--- config.mk ---
export PLATFORM = sky130hd
export DESIGN_NAME = axis_calibrate_and_map
export DESIGN_NICKNAME = d
export VERILOG_FILES = /design/src/rtl/acm_pkg.sv /design/src/rtl/axis_calibrate_and_map.sv
export SDC_FILE = /design/constraint.sdc
export NUM_CORES = 1
export LEC_CHECK = 0
export BUFFER_PORTS_ARGS = -buffer_cell sky130_fd_sc_hd__buf_2
export CAP_MARGIN = 15
export CORE_ASPECT_RATIO = 0.75
export CORE_UTILIZATION = 32
export DETAILED_ROUTE_END_ITERATION = 10
export HOLD_SLACK_MARGIN = 0.02
export MAX_ROUTING_LAYER = met4
export REMOVE_ABC_BUFFERS = 1
export SYNTH_ARGS = -nofsm -noshare
export SYNTH_HDL_FRONTEND = slang
export SYNTH_SLANG_ARGS = --single-unit
--- constraint.sdc ---
create_clock -name clk_i -period 6.1 [get_ports clk_i]
set_clock_uncertainty 0.05 [all_clocks]
set_input_delay 0.915 -clock clk_i [delete_from_list [all_inputs] [get_ports clk_i]]
set_output_delay 0.915 -clock clk_i [all_outputs]
set_load 0.05 [all_outputs]
--- src/rtl/acm_pkg.sv ---
// Shared constants and types for the axis calibration and mapping block.
package acm_pkg;

  localparam int unsigned SAMPLE_BITS = 12;
  localparam int unsigned HALF_BITS   = 14;  // 0.5 in Q1.15 is 2**14
  localparam int unsigned OUT_BITS    = 16;
  localparam int unsigned QUOT_BITS   = (SAMPLE_BITS > HALF_BITS) ? SAMPLE_BITS : HALF_BITS;
  localparam int unsigned CNT_BITS    = $clog2(QUOT_BITS + 1);

  localparam logic [SAMPLE_BITS-1:0] SampleMax = {SAMPLE_BITS{1'b1}};

  localparam int unsigned FallbackLowInt  = (100  > (2**SAMPLE_BITS - 1)) ?
                                            (2**SAMPLE_BITS - 1) : 100;
  localparam int unsigned FallbackHighInt = (3900 > (2**SAMPLE_BITS - 1)) ?
                                            (2**SAMPLE_BITS - 1) : 3900;
  localparam logic [SAMPLE_BITS-1:0] FallbackLow  = FallbackLowInt[SAMPLE_BITS-1:0];
  localparam logic [SAMPLE_BITS-1:0] FallbackHigh = FallbackHighInt[SAMPLE_BITS-1:0];

  localparam int unsigned MarginDivInt = 20;
  localparam logic [SAMPLE_BITS-1:0] MarginDiv = MarginDivInt[SAMPLE_BITS-1:0];

  localparam int unsigned CenterResetInt = 2048 % (2**SAMPLE_BITS);
  localparam logic [SAMPLE_BITS-1:0] CenterReset = CenterResetInt[SAMPLE_BITS-1:0];

  localparam logic [OUT_BITS-1:0] HalfQ15 = OUT_BITS'(1) << HALF_BITS;
  localparam logic [OUT_BITS-1:0] OneQ15  = OUT_BITS'(1) << (HALF_BITS + 1);

  typedef enum logic [1:0] {
    MODE_MAP     = 2'd0,
    MODE_CAPTURE = 2'd1,
    MODE_SWEEP   = 2'd2,
    MODE_FINISH  = 2'd3
  } mode_e;

  typedef enum logic [2:0] {
    ST_IDLE,
    ST_FIN_PREP,
    ST_DIV_MARGIN,
    ST_FIN_PAD,
    ST_FIN_CTR,
    ST_MAP_PREP,
    ST_DIV_MAP,
    ST_RESULT
  } state_e;

endpackage

--- src/rtl/axis_calibrate_and_map.sv ---
// Axis calibration and piecewise-linear mapping to Q1.15 intensity.
//
//  channel | direction | handshake              | payload
//  --------+-----------+------------------------+----------------------------------------
//  input   | in        | in_valid_i / in_ready_o| sample_i, mode_i
//  output  | out       | out_valid_o/out_ready_i| intensity_o, bound_low_o, bound_center_o,
//          |           |                        | bound_high_o
//
// One beat in gives one beat out; one restoring divider (a quotient bit a cycle)
// sets the latency. A map beat skips the divider when the sample lies on or outside
// a bound, else it runs prep, 14 divide steps, result. A finish beat first runs
// prep, 12 margin divide steps, pad and center.
// in_ready_o is high only in idle, also while a result waits in the output register;
// a stalled output holds the result state. Reset loads default bounds, clears sweep.
module axis_calibrate_and_map (
  input  logic                               clk_i,
  input  logic                               rst_ni,
  input  logic                               in_valid_i,
  output logic                               in_ready_o,
  input  logic [acm_pkg::SAMPLE_BITS-1:0]    sample_i,
  input  logic [1:0]                         mode_i,
  output logic                               out_valid_o,
  input  logic                               out_ready_i,
  output logic [acm_pkg::OUT_BITS-1:0]       intensity_o,
  output logic [acm_pkg::SAMPLE_BITS-1:0]    bound_low_o,
  output logic [acm_pkg::SAMPLE_BITS-1:0]    bound_center_o,
  output logic [acm_pkg::SAMPLE_BITS-1:0]    bound_high_o
);

  localparam int unsigned SB = acm_pkg::SAMPLE_BITS;
  localparam int unsigned QB = acm_pkg::QUOT_BITS;
  localparam int unsigned CB = acm_pkg::CNT_BITS;
  localparam int unsigned OB = acm_pkg::OUT_BITS;
  localparam int unsigned HB = acm_pkg::HALF_BITS;

  acm_pkg::state_e state_q, state_d;

  // Calibration and sweep state
  logic [SB-1:0] cal_low_q, cal_low_d;
  logic [SB-1:0] cal_center_q, cal_center_d;
  logic [SB-1:0] cal_high_q, cal_high_d;
  logic [SB-1:0] sweep_low_q, sweep_low_d;
  logic [SB-1:0] sweep_high_q, sweep_high_d;
  logic [SB-1:0] capt_q, capt_d;

  // Working registers
  logic [SB-1:0] sample_q, sample_d;
  logic [SB-1:0] lo_q, lo_d;
  logic [SB-1:0] hi_q, hi_d;
  logic [OB-1:0] base_q, base_d;

  // Shared divider
  logic [SB:0]   rem_q, rem_d;
  logic [SB-1:0] dvs_q, dvs_d;
  logic [SB-1:0] shin_q, shin_d;
  logic [QB-1:0] quot_q, quot_d;
  logic [CB-1:0] cnt_q, cnt_d;

  // Output register
  logic          ovalid_q, ovalid_d;
  logic [OB-1:0] o_int_q, o_int_d;
  logic [SB-1:0] o_lo_q, o_lo_d;
  logic [SB-1:0] o_ctr_q, o_ctr_d;
  logic [SB-1:0] o_hi_q, o_hi_d;

  // Divider step: shift in next dividend bit, subtract if it fits.
  logic [SB:0] div_shift;
  logic        div_ge;
  logic [SB:0] div_rem;
  always_comb begin
    div_shift = {rem_q[SB-1:0], shin_q[SB-1]};
    div_ge    = (div_shift >= {1'b0, dvs_q});
    div_rem   = div_ge ? (div_shift - {1'b0, dvs_q}) : div_shift;
  end

  logic          in_fire;
  logic          out_free;
  logic [SB:0]   hi_pad;
  logic [SB-1:0] margin;

  assign in_ready_o = (state_q == acm_pkg::ST_IDLE);
  assign in_fire    = in_valid_i && in_ready_o;
  assign out_free   = !ovalid_q || out_ready_i;
  assign margin     = quot_q[SB-1:0];
  assign hi_pad     = {1'b0, hi_q} + {1'b0, margin};

  always_comb begin
    state_d      = state_q;
    cal_low_d    = cal_low_q;
    cal_center_d = cal_center_q;
    cal_high_d   = cal_high_q;
    sweep_low_d  = sweep_low_q;
    sweep_high_d = sweep_high_q;
    capt_d       = capt_q;
    sample_d     = sample_q;
    lo_d         = lo_q;
    hi_d         = hi_q;
    base_d       = base_q;
    rem_d        = rem_q;
    dvs_d        = dvs_q;
    shin_d       = shin_q;
    quot_d       = quot_q;
    cnt_d        = cnt_q;
    ovalid_d     = ovalid_q && !out_ready_i;
    o_int_d      = o_int_q;
    o_lo_d       = o_lo_q;
    o_ctr_d      = o_ctr_q;
    o_hi_d       = o_hi_q;

    unique case (state_q)
      acm_pkg::ST_IDLE: begin
        if (in_fire) begin
          sample_d = sample_i;
          unique case (acm_pkg::mode_e'(mode_i))
            acm_pkg::MODE_CAPTURE: begin
              capt_d       = sample_i;
              sweep_low_d  = sample_i;
              sweep_high_d = sample_i;
              state_d      = acm_pkg::ST_MAP_PREP;
            end
            acm_pkg::MODE_SWEEP: begin
              if (sample_i < sweep_low_q) sweep_low_d = sample_i;
              if (sample_i > sweep_high_q) sweep_high_d = sample_i;
              state_d = acm_pkg::ST_MAP_PREP;
            end
            acm_pkg::MODE_FINISH: state_d = acm_pkg::ST_FIN_PREP;
            default:              state_d = acm_pkg::ST_MAP_PREP;
          endcase
        end
      end
      acm_pkg::ST_FIN_PREP: begin
        // no sweep: fall back to fixed bounds
        if (sweep_high_q <= sweep_low_q) begin
          lo_d   = acm_pkg::FallbackLow;
          hi_d   = acm_pkg::FallbackHigh;
          shin_d = acm_pkg::FallbackHigh - acm_pkg::FallbackLow;
        end else begin
          lo_d   = sweep_low_q;
          hi_d   = sweep_high_q;
          shin_d = sweep_high_q - sweep_low_q;
        end
        rem_d   = '0;
        dvs_d   = acm_pkg::MarginDiv;
        quot_d  = '0;
        cnt_d   = CB'(SB);
        state_d = acm_pkg::ST_DIV_MARGIN;
      end
      acm_pkg::ST_DIV_MARGIN, acm_pkg::ST_DIV_MAP: begin
        rem_d  = div_rem;
        shin_d = {shin_q[SB-2:0], 1'b0};
        quot_d = {quot_q[QB-2:0], div_ge};
        cnt_d  = cnt_q - CB'(1);
        if (cnt_q == CB'(1)) begin
          state_d = (state_q == acm_pkg::ST_DIV_MARGIN) ? acm_pkg::ST_FIN_PAD
                                                          : acm_pkg::ST_RESULT;
        end
      end
      acm_pkg::ST_FIN_PAD: begin
        lo_d    = (lo_q > margin) ? (lo_q - margin) : '0;
        hi_d    = (hi_pad > {1'b0, acm_pkg::SampleMax}) ? acm_pkg::SampleMax
                                                        : hi_pad[SB-1:0];
        state_d = acm_pkg::ST_FIN_CTR;
      end
      acm_pkg::ST_FIN_CTR: begin
        cal_center_d = capt_q;
        if (capt_q <= lo_q) cal_center_d = lo_q + SB'(1);
        if (cal_center_d >= hi_q) cal_center_d = hi_q - SB'(1);
        cal_low_d  = lo_q;
        cal_high_d = hi_q;
        state_d    = acm_pkg::ST_MAP_PREP;
      end
      acm_pkg::ST_MAP_PREP: begin
        quot_d = '0;
        shin_d = '0;
        cnt_d  = CB'(HB);
        if (sample_q <= cal_low_q) begin
          base_d  = '0;
          state_d = acm_pkg::ST_RESULT;
        end else if (sample_q >= cal_high_q) begin
          base_d  = acm_pkg::OneQ15;
          state_d = acm_pkg::ST_RESULT;
        end else if (sample_q < cal_center_q) begin
          base_d  = '0;
          rem_d   = {1'b0, sample_q - cal_low_q};
          dvs_d   = cal_center_q - cal_low_q;
          state_d = acm_pkg::ST_DIV_MAP;
        end else begin
          base_d  = acm_pkg::HalfQ15;
          rem_d   = {1'b0, sample_q - cal_center_q};
          dvs_d   = cal_high_q - cal_center_q;
          state_d = acm_pkg::ST_DIV_MAP;
        end
      end
      acm_pkg::ST_RESULT: begin
        if (out_free) begin
          ovalid_d = 1'b1;
          o_int_d  = base_q + OB'(quot_q[HB-1:0]);
          o_lo_d   = cal_low_q;
          o_ctr_d  = cal_center_q;
          o_hi_d   = cal_high_q;
          state_d  = acm_pkg::ST_IDLE;
        end
      end
      default: state_d = acm_pkg::ST_IDLE;
    endcase
  end

  always_ff @(posedge clk_i or negedge rst_ni) begin
    if (!rst_ni) begin
      state_q      <= acm_pkg::ST_IDLE;
      cal_low_q    <= '0;
      cal_center_q <= acm_pkg::CenterReset;
      cal_high_q   <= acm_pkg::SampleMax;
      sweep_low_q  <= '0;
      sweep_high_q <= '0;
      capt_q       <= '0;
      ovalid_q     <= 1'b0;
    end else begin
      state_q      <= state_d;
      cal_low_q    <= cal_low_d;
      cal_center_q <= cal_center_d;
      cal_high_q   <= cal_high_d;
      sweep_low_q  <= sweep_low_d;
      sweep_high_q <= sweep_high_d;
      capt_q       <= capt_d;
      ovalid_q     <= ovalid_d;
    end
  end

  always_ff @(posedge clk_i) begin
    sample_q <= sample_d;
    lo_q     <= lo_d;
    hi_q     <= hi_d;
    base_q   <= base_d;
    rem_q    <= rem_d;
    dvs_q    <= dvs_d;
    shin_q   <= shin_d;
    quot_q   <= quot_d;
    cnt_q    <= cnt_d;
    o_int_q  <= o_int_d;
    o_lo_q   <= o_lo_d;
    o_ctr_q  <= o_ctr_d;
    o_hi_q   <= o_hi_d;
  end

  assign out_valid_o    = ovalid_q;
  assign intensity_o    = o_int_q;
  assign bound_low_o    = o_lo_q;
  assign bound_center_o = o_ctr_q;
  assign bound_high_o   = o_hi_q;

  // Divider remainder always stays below the divisor while stepping.
  a_rem_below_dvs : assert property (@(posedge clk_i) disable iff (!rst_ni)
    (state_q == acm_pkg::ST_DIV_MAP || state_q == acm_pkg::ST_DIV_MARGIN)
      |-> (rem_q < {1'b0, dvs_q}))
    else $error("divider remainder not below divisor");

  // Calibrated bounds never collapse or invert.
  a_bounds_order : assert property (@(posedge clk_i) disable iff (!rst_ni)
    cal_low_q < cal_high_q)
    else $error("calibrated low not below high");

  // A loaded result never exceeds 1.0 in Q1.15.
  a_int_range : assert property (@(posedge clk_i) disable iff (!rst_ni)
    (state_q == acm_pkg::ST_RESULT && out_free) |=> (o_int_q <= acm_pkg::OneQ15))
    else $error("intensity above 1.0");

endmodule

==> results.md, run 1 <==
- RSZ-0062 raised after global routing: no
- Non-Filler Instances: 2,090
- GP Congestion: roughly 0.95
- Sum Neg Setup Slack: 0 ns
- Total Routing Usage GR: 0.1857
- Sequential cell area: 0.006242 sq mm
- Core area: about 0.045 sq mm
- Vias in the first global route: approximately 11k
- Share of cells above drive strength 1: 0.1263
- Crit start category: flop
- Post-CTS Setup Bufs: 0
- Htree depth: 1
- Max-capacitance violation count: 0
- Chip height: about 190 um
- # hold bufs at CTS: 0
- HP Class: input pin to asynchronous set/reset pin
- Fmax: ~0.22 GHz
- Initial antenna violation count: 2
- Synth warn: 0
- Area delta synth->final: 12.79%
- Slew Viols, Final: 0
- Nets: approximately 1.7k
- Worst path cell trace: inv_1, ha_1, nor2b_1, o21a_1, o21a_1, o21ai_1, a22oi_2, mux2_1, ha_1, a21o_1, a21o_1, a2111oi_2, o21a_1, o21ai_2, nor2_2, a221o_1
- CTS Sinks: 220
- Port Buf Inserts: 71
- Post-synth top flop: edfxtp_1
- Final setup violating endpoints: 0
- Largest net degree at the start of global routing: 59
- EDFF count, synth: between 100 and 150
- Hold Vio Cnt, Final: 0
- Synth top area cells: edfxtp_1, ha_1, dfrtp_1, xnor2_1, inv_1
- Tcrit/Tclk final: 0.7469
- ANT nets after route: 0
- Detailed-route DRC error count: 0
- Final WL: around 42,000 um
- Vias: approximately 11k
- First-pass GRT wire length: 65,120 um
- Clock Latency Late Sink: around 0.55 ns
- Initial Util: 0.3270
- Crit Path Category: flop to flop
- Root Buffer: clkbuf_16
- Ports: slightly above 70
- Mapped Area: ~0.015 sq mm
- Multi-input gate area: 0.007796 sq mm
- Rows: 67
- Post-synth top area cell: edfxtp_1
- FFs w/ async S/R, synth: 0.3455
- Total grt overflow: 0
- Iter 0 DRT Violations: ~1,000
- # diodes: 0
- Data required, critical path: 6.54 ns
- Number of distinct library cells after synthesis: 84
- Wire length per cell: just over 20 um
- Clock buffer depth: 3
- Cells after Synth: 1,410
- Hpwl dp: between 30,000 and 40,000 um
- Post-cts sizing count: 0
- Die area: 0.04687 sq mm
- #FFs+latches synth: 220
- Placed Cells: a little over 2k
- CTS tree: built
- 1st-pass router iterations: 5
- TritonCTS Buffers: 25
- Post-DR vias/cell: around 5.3
- Worst slew margin: 0.3097
- Fillers: 4,430
- Yosys top cell area share: 0.2938
- Critical-path top delay cell: a22oi_2
- Seq/Total Area, Yosys: 0.4241
- Final Critical Period: 4.556 ns
- Die span in x: roughly 250 um
- WP data arrival: approximately 5.0 ns
- Syn Area/Cell: between 10 and 15 sq um
- Endpoint class of the critical path: flop
- Clk slew on worst S/H paths: 0.07 ns
- Slowest cell delay on critical path: ~0.59 ns
- Worst-Margin Slew: 1.035 ns
- Status: finished, final reports clean
- Critical path's most frequent cell: o21a_1
- Critical-path maximum fanout: 14
## synth_stat cells (26+ instances only)
cell      instances
a21o_1           34
a21oi_1          67
inv_1           135
o21ai_1          29
nand3_1          29
dfrtp_1          63
nor3_1           39
o21ai_0          58
ha_1            162
edfxtp_1        144
xnor2_1          68
mux2_1           26
nor2_1           86
nand2_1          88
## cells by family after synthesis
logic type                 Yosys count  synth area share
buffers and inverters              171           0.04709
DFF                                220            0.4241
AOI/OAI and AO/OA                  337            0.1562
muxes                               73           0.05397
adders and majority gates          170            0.1486
and+or+nand+nor                    355            0.1201
xor gates and xnor gates            84           0.04998
## cell usage in the layout, fill, tap and decap left out, types with 12 or more instances in the layout
cell type  count
clkbuf_16     25
dfstp_2       13
nand3_1       29
mux2_1        26
o21ai_1       29
a21o_1        34
a21oi_1       67
nor3_1        39
nand4_1       17
a22o_1        14
ha_1         162
buf_4         12
o21ai_0       58
mux2i_1       22
xor2_1        16
nand2_1       88
and3_1        14
nor2b_1       24
mux2_2        25
edfxtp_1     144
o21a_1        13
a211oi_1      12
buf_2         70
inv_1        135
dfrtp_1       63
xnor2_1       68
nor2_1        84
## state kept, by name, summed over array words and instances (netlist names), 12 cells and up
signal / flops
shin_q: 12
quot_q: 14
bound_low_o: 12
cal_center_q: 12
bound_high_o: 12
sweep_high_q: 12
bound_center_o: 12
sample_q: 12
intensity_o: 16
hi_q: 12
rem_q: 12
cal_low_q: 12
capt_q: 12
dvs_q: 12
lo_q: 12
cal_high_q: 12
sweep_low_q: 12
## per-stage QoR
step                worst slack (ns)  cell area [sq um]    util  hold slack, ns
floorplan                      2.198              14540       -          0.3503
global placement               1.722              15730  0.3493          0.3534
detailed placement             1.634              15730  0.3493          0.3614
CTS                            1.604              16600  0.3688          0.1695
global route                   1.277              16600  0.3688          0.1894
finish                         1.544              16600  0.3688          0.1831
## final timing paths
path | startpoint | end | slack (ns) | cells after the start
min in group clk_i | base_q[14]$_SDFFCE_PP0P_ | intensity_o[14]$_DFFE_PP_ | 0.37 | 0
min | rst_ni | sweep_low_q[2]$_DFFE_PN0P_ | 0.18 | 1
max | lo_q[1]$_DFFE_PP_ | cal_center_q[1]$_DFFE_PN0P_ | 1.54 | 16
max in group asynchronous | rst_ni | capt_q[11]$_DFFE_PN0P_ | 4.70 | 2
max reg2reg | lo_q[1]$_DFFE_PP_ | cal_center_q[1]$_DFFE_PN0P_ | 1.54 | 16
min reg2reg | base_q[14]$_SDFFCE_PP0P_ | intensity_o[14]$_DFFE_PP_ | 0.37 | 0
## per-layer routing
metal  wire length, um  GRT usage  up-vias
met5                 0          -        -
met4               733    0.03514        0
met3              3160    0.04595       53
met2             16900     0.2527      316
met1             21590     0.2748     5391
li1                  -          -     5327
## layout make-up
| cell class | instances | area share |
|---|---|---|
| clock inverter | 19 | 0.01349 |
| multi-input combinational | 1019 | 0.4696 |
| clock buffer | 27 | 0.03934 |
| inverter | 137 | 0.03097 |
| timing repair buffer | 82 | 0.02653 |
| tap | 586 | 0.04416 |
| sequential | 220 | 0.3760 |
## worst max-delay path, delay by kind of cell, from the launching register on
family | cells | cell delay, ns
compound gates | 10 | 2.22
fa+ha+maj | 2 | 0.61
simple gates | 2 | 0.55
flops | 1 | 0.50
mux | 1 | 0.42
buf+inv | 1 | 0.12
Power of run 1 is not shown: default switching activity piles up to over one toggle a cycle in this logic, so the estimate is an artifact.
==> run 2, diff against run 1 <==
- clock period: 6.1 -> 4.2 ns (I/O delays scaled with it)
==> results.md, run 2 (synthesis gave the netlist of run 1 again) <==
- GP Congestion: 0.9147 (was 0.9482)
- Core area: 0.04502 sq mm (unchanged)
- HP Class: input pin to asynchronous set/reset pin (unchanged)
- Fillers: 4,427 (was 4,430)
- RR Startpoint: lo_q[8]$_DFFE_PP_ (was lo_q[1]$_DFFE_PP_)
- Ports: 72 (unchanged)
- Root Buffer: clkbuf_16 (unchanged)
- Vias in the first global route: 11.01k (was 10.71k)
- Met3 WL: 3379 um (was 3160 um)
- Port Buf Inserts: 71 (unchanged)
- Share of cells above drive strength 1: 0.1359 (was 0.1263)
- Final setup violating endpoints: 0 (unchanged)
- Sum Neg Setup Slack: 0 ns (unchanged)
- Worst r2r dst: cal_center_q[3]$_DFFE_PN0P_ (was cal_center_q[1]$_DFFE_PN0P_)
- WP data arrival: 4.40 ns (was 4.99 ns)
- Max Used Layer: met4 (unchanged)
- Chip height: 187.7 um (unchanged)
- Reg2Reg Setup Slack: 0.20 ns (was 1.54 ns)
- RSZ-0062 raised after global routing: no (unchanged)
- Rows: 67 (unchanged)
- Total Routing Usage GR: 0.1910 (was 0.1857)
- # diodes: 0 (unchanged)
- Die area: 0.04687 sq mm (unchanged)
- Worst path cell trace: inv_1, ha_1, nand4_1, nor2_1, o21ai_1, a22oi_2, buf_4, mux2_2, ha_1, a21o_1, a21o_1, a2111oi_2, o21a_1, o21ai_4, or2_1, o221a_1 (was inv_1, ha_1, nor2b_1, o21a_1, o21a_1, o21ai_1, a22oi_2, mux2_1, ha_1, a21o_1, a21o_1, a2111oi_2, o21a_1, o21ai_2, nor2_2, a221o_1)
- Max-capacitance violation count: 0 (unchanged)
- Max FFs per register: 16 (unchanged)
- Critical-path top delay cell: edfxtp_1 (was a22oi_2)
- Delay-heaviest family, CP: compound AO/OA/AOI/OAI gates (unchanged)
- Post-DR vias/cell: 5.376 (was 5.305)
- Clock Latency Late Sink: 0.56 ns (was 0.55 ns)
- Slew Viols, Final: 0 (unchanged)
- Worst slew margin: 0.2279 (was 0.3097)
- TritonCTS Buffers: 27 (was 25)
- Metal2 WL: 17,730 um (was 16,900 um)
- Detailed-route DRC error count: 0 (unchanged)
- Total grt overflow: 0 (unchanged)
- Wire length per cell: 20.64 um (was 20.28 um)
- Initial Util: 0.3270 (unchanged)
- Post-CTS Setup Bufs: 0 (unchanged)
- Crit start category: flop (unchanged)
- Hpwl dp: 33,970 um (was 33,160 um)
- Area delta synth->final: 14.42% (was 12.79%)
- Tcrit/Tclk final: 0.9515 (was 0.7469)
- First-pass GRT wire length: 67,010 um (was 65,120 um)
- Hold Vio Cnt, Final: 0 (unchanged)
- Final instance area: 0.01684 sq mm (was 0.01660 sq mm)
- Dpl ws: 0.1810 ns (was 1.634 ns)
- Data required, critical path: 4.60 ns (was 6.54 ns)
- Setup WS post-layout: 0.2036 ns (was 1.544 ns)
- Clock buffer depth: 3 (unchanged)
- Final Critical Period: 3.996 ns (was 4.556 ns)
- Wl on met1: 21,550 um (was 21,590 um)
- Critical-path maximum fanout: 14 (unchanged)
- WP buf/inv: 2 (was 1)
- Status: finished, final reports clean (unchanged)
- Final WL: 43,540 um (was 42,390 um)
- # hold bufs at CTS: 0 (unchanged)
- Dpl cell area: 0.01585 sq mm (was 0.01573 sq mm)
- Iter 0 DRT Violations: 1,156 (was 993)
- Endpoint class of the critical path: flop (unchanged)
- Htree depth: 1 (unchanged)
- Nets: 1,691 (was 1,673)
- Largest net degree at the start of global routing: 59 (unchanged)
- 1st-pass router iterations: 5 (unchanged)
- Crit Path Category: flop to flop (unchanged)
- Slowest cell delay on critical path: 0.45 ns (was 0.59 ns)
- Initial antenna violation count: 1 (was 2)
- CTS tree: built (unchanged)
- Clk slew on worst S/H paths: 0.06 ns (was 0.07 ns)
- R2R depth: 16 (unchanged)
- Setup crit start: lo_q[8]$_DFFE_PP_ (was lo_q[1]$_DFFE_PP_)
- Vias: 11.34k (was 11.09k)
- ANT nets after route: 0 (unchanged)
- Most frequent cells in the layout: ha_1, edfxtp_1, inv_1, nand2_1, nor2_1 (unchanged)
- Fmax: 0.2502 GHz (was 0.2195 GHz)
- CTS Sinks: 220 (unchanged)
- Commonest non-fill, non-tap cell in the layout: ha_1 (unchanged)
- Die span in x: 249.7 um (unchanged)
- Worst-Margin Slew: 1.158 ns (was 1.035 ns)
- Post-cts sizing count: 0 (unchanged)
==> run 2: changes by cell type in the layout (fill, tap and decap cells not counted) <==
cell	previous run	this run
clkinv_1	3	4
inv_6	4	0
clkinv_2	1	0
clkbuf_16	25	30
o21ai_4	0	1
clkbuf_1	0	1
clkbuf_8	2	3
nor2_2	3	2
clkinvlp_4	5	4
nor2_4	1	2
o21ai_2	1	0
buf_4	12	28
clkinv_4	1	2
==> run 2: through the flow <==
stage,utilization,instances,hold slack [ns]
floorplan,-,1376,0.2844
global placement,0.3520,2060,0.3600
detailed placement,0.3520,2060,0.3615
CTS,0.3739,2109,0.1028
global route,0.3742,2109,0.1359
finish,0.3742,2109,0.07702
==> run 2: worst max path at each step <==
| stage | to | cells after the start |
|---|---|---|
| 6_report | cal_center_q[3]$_DFFE_PN0P_ | 16 |
| 5_1_grt | cal_center_q[3]$_DFFE_PN0P_ | 16 |
| 4_1_cts | cal_center_q[8]$_DFFE_PN0P_ | 15 |
| 3_5_place_dp | cal_center_q[1]$_DFFE_PN0P_ | 15 |
| 3_3_place_gp | cal_center_q[9]$_DFFE_PN0P_ | 16 |
| 2_1_floorplan | cal_center_q[2]$_DFFE_PN0P_ | 16 |
==> run 2: worst register-to-register path: cells and delay by family (launching register included) <==
family	cells	cell delay, ns
AOI/OAI and AO/OA	8	1.61
and+or+nand+nor	3	0.61
adders and majority gates	2	0.47
DFF	1	0.45
muxes	1	0.37
buffers and inverters	2	0.32
==> run 2: cell type report <==
type | instances | area [sq um] | share of cell area
flip-flops and latches | 220 | 6242 | 0.3706
clock buffers | 34 | 795.8 | 0.04724
multi-input cells | 1019 | 7809 | 0.4636
clock inverters | 15 | 188.9 | 0.01122
well taps | 586 | 733.2 | 0.04353
inverters | 137 | 514.2 | 0.03053
repair buffers | 98 | 560.5 | 0.03328
==> run 2: metal layers <==
metal	up-vias	track usage
li1	5379	-
met1	5513	0.2862
met2	384	0.2674
met3	62	0.02846
met4	0	0.04179
met5	-	-
Power of run 2 is left out for the same reason.
==> run 3, diff against run 2 <==
- CORE_MARGIN: default -> 2
==> results.md, run 3 (synthesis gave the netlist of run 1 again) <==
- Dpl cell area: 0.01584 sq mm (was 0.01585 sq mm)
- Sum Neg Setup Slack: 0 ns (unchanged)
- Critical path's most frequent cell: a21o_1
- HP Class: input pin to asynchronous set/reset pin (unchanged)
- Worst-Margin Slew: 1.091 ns (was 1.158 ns)
- Die span in x: 251.7 um (was 249.7 um)
- Status: finished, final reports clean (unchanged)
- Non-Filler Instances: 2,119 (was 2,109)
- Metal2 WL: 17,520 um (was 17,730 um)
- Vias: 11.23k (was 11.34k)
- # hold bufs at CTS: 0 (unchanged)
- Iter 0 DRT Violations: 1,062 (was 1,156)
- Critical-path top delay cell: edfxtp_1 (unchanged)
- Area delta synth->final: 13.63% (was 14.42%)
- Hpwl dp: 33,390 um (was 33,970 um)
- Port Buf Inserts: 71 (unchanged)
- CTS tree: built (unchanged)
- Post-DR vias/cell: 5.301 (was 5.376)
- Most frequent cells in the layout: ha_1, edfxtp_1, inv_1, nand2_1, nor2_1 (unchanged)
- Crit Path Category: flop to flop (unchanged)
- Ports: 72 (unchanged)
- ANT nets after route: 0 (unchanged)
- Commonest non-fill, non-tap cell in the layout: ha_1 (unchanged)
- Clock buffer depth: 3 (unchanged)
- Wl on met1: 21,450 um (was 21,550 um)
- Tcrit/Tclk final: 0.9394 (was 0.9515)
- Final Critical Period: 3.945 ns (was 3.996 ns)
- Placed Cells: 2,067 (was 2,060)
- Max-capacitance violation count: 0 (unchanged)
- TritonCTS Buffers: 25 (was 27)
- Met3 WL: 3103 um (was 3379 um)
- 1st-pass router iterations: 6 (was 5)
- Fillers: 4,509 (was 4,427)
- Endpoint class of the critical path: flop (unchanged)
- Slew Viols, Final: 0 (unchanged)
- Final setup violating endpoints: 0 (unchanged)
- Worst slew margin: 0.2729 (was 0.2279)
- Slowest cell delay on critical path: 0.38 ns (was 0.45 ns)
- Core area: 0.04569 sq mm (was 0.04502 sq mm)
- Rows: 68 (was 67)
- RSZ-0062 raised after global routing: no (unchanged)
- Fmax: 0.2535 GHz (was 0.2502 GHz)
- Final instance area: 0.01673 sq mm (was 0.01684 sq mm)
- Chip height: 189.7 um (was 187.7 um)
- Total grt overflow: 0 (unchanged)
- GP Congestion: 0.9185 (was 0.9147)
- Max Used Layer: met4 (unchanged)
- Clock Latency Late Sink: 0.56 ns (about the same)
- CTS Sinks: 220 (unchanged)
- Detailed-route DRC error count: 0 (unchanged)
- Data required, critical path: 4.57 ns (was 4.60 ns)
- Max FFs per register: 16 (unchanged)
- Total Routing Usage GR: 0.1827 (was 0.1910)
- Worst path cell trace: inv_1, ha_1, a21o_1, a21o_1, a211oi_2, a22oi_2, mux2_1, ha_1, a21o_1, a21o_1, a2111oi_2, o21a_1, o21ai_4, or2_1, o221a_1 (was inv_1, ha_1, nand4_1, nor2_1, o21ai_1, a22oi_2, buf_4, mux2_2, ha_1, a21o_1, a21o_1, a2111oi_2, o21a_1, o21ai_4, or2_1, o221a_1)
- Root Buffer: clkbuf_16 (unchanged)
- WP data arrival: 4.32 ns (was 4.40 ns)
- Share of cells above drive strength 1: 0.1345 (was 0.1359)
- # diodes: 0 (unchanged)
- Final WL: 42,820 um (was 43,540 um)
- Die area: 0.04775 sq mm (was 0.04687 sq mm)
- Wire length per cell: 20.21 um (was 20.64 um)
- Vias in the first global route: 10.83k (was 11.01k)
- Htree depth: 1 (unchanged)
- Initial Util: 0.3222 (was 0.3270)
- Hold Vio Cnt, Final: 0 (unchanged)
- Initial antenna violation count: 1 (unchanged)
- Largest net degree at the start of global routing: 59 (unchanged)
- Clk slew on worst S/H paths: 0.07 ns (was 0.06 ns)
- Crit start category: flop (unchanged)
- Nets: 1,693 (was 1,691)
- First-pass GRT wire length: 65,120 um (was 67,010 um)
- Critical-path maximum fanout: 14 (unchanged)
-- run 3: changes by cell type in the layout (fill, tap and decap cells not counted), sizes merged --
| cell | change |
|---|---|
| buf | +4 |
| bufinv | -2 |
| clkinvlp | -2 |
| inv | +1 |
-- run 3: final cells by class --
cell class	count	area [sq um]	share of cell area
Clock buffer	34	709.4	0.04241
Clock inverter	12	118.9	0.007106
Inverter	137	514.2	0.03074
Multi-Input combinational cell	1019	7807	0.4668
Sequential cell	220	6242	0.3732
Tap cell	595	744.5	0.04451
Timing Repair Buffer	102	590.6	0.03531
-- run 3: metrics by stage --
stage	utilization	hold slack, ns	setup slack [ns]
2_1_floorplan	-	0.2844	0.2976
3_3_place_gp	0.3467	0.3541	0.2864
3_5_place_dp	0.3467	0.3557	0.2434
4_1_cts	0.3649	0.1326	0.1661
5_1_grt	0.3661	0.1623	0.01187
6_report	0.3661	0.09959	0.2547
-- run 3: worst max-delay path, delay by kind of cell (launching register included) --
kind | cells | cell delay, ns
multiplexers | 1 | 0.38
buffers and inverters | 1 | 0.10
AND/OR/NAND/NOR | 1 | 0.28
flip-flops | 1 | 0.38
adder cells (fa/ha/maj) | 2 | 0.55
AO/OA/AOI/OAI | 10 | 2.06
-- run 3: final timing paths --
| path | startpoint | slack, ns | cells past startpoint | to |
|---|---|---|---|---|
| worst max-delay path | lo_q[9]$_DFFE_PP_ | 0.25 | 15 | cal_center_q[3]$_DFFE_PN0P_ |
| worst min-delay path | rst_ni | 0.1 | 1 | sweep_high_q[3]$_DFFE_PN0P_ |
| worst max register to register | lo_q[9]$_DFFE_PP_ | 0.25 | 15 | cal_center_q[3]$_DFFE_PN0P_ |
| worst min register to register | base_q[15]$_SDFFCE_PN0P_ | 0.37 | 0 | intensity_o[15]$_DFFE_PP_ |
| max in group asynchronous | rst_ni | 3.08 | 2 | cal_high_q[3]$_DFFE_PN1P_ |
| min in group clk_i | base_q[15]$_SDFFCE_PN0P_ | 0.37 | 0 | intensity_o[15]$_DFFE_PP_ |
-- run 3: repair_timing --
| action | in CTS | in global routing |
|---|---|---|
| buffers inserted | 0 | 6 |
| setup endpoints to repair | 0 | 11 |
| resized for setup | 0 | 2 |
-- run 3: layer usage --
metal / vias to the layer above / GRT usage
li1: 5381 / -
met1: 5490 / 0.2698
met2: 313 / 0.2573
met3: 48 / 0.03886
met4: 0 / 0.03205
met5: - / -
Power of run 3 is left out for the same reason.
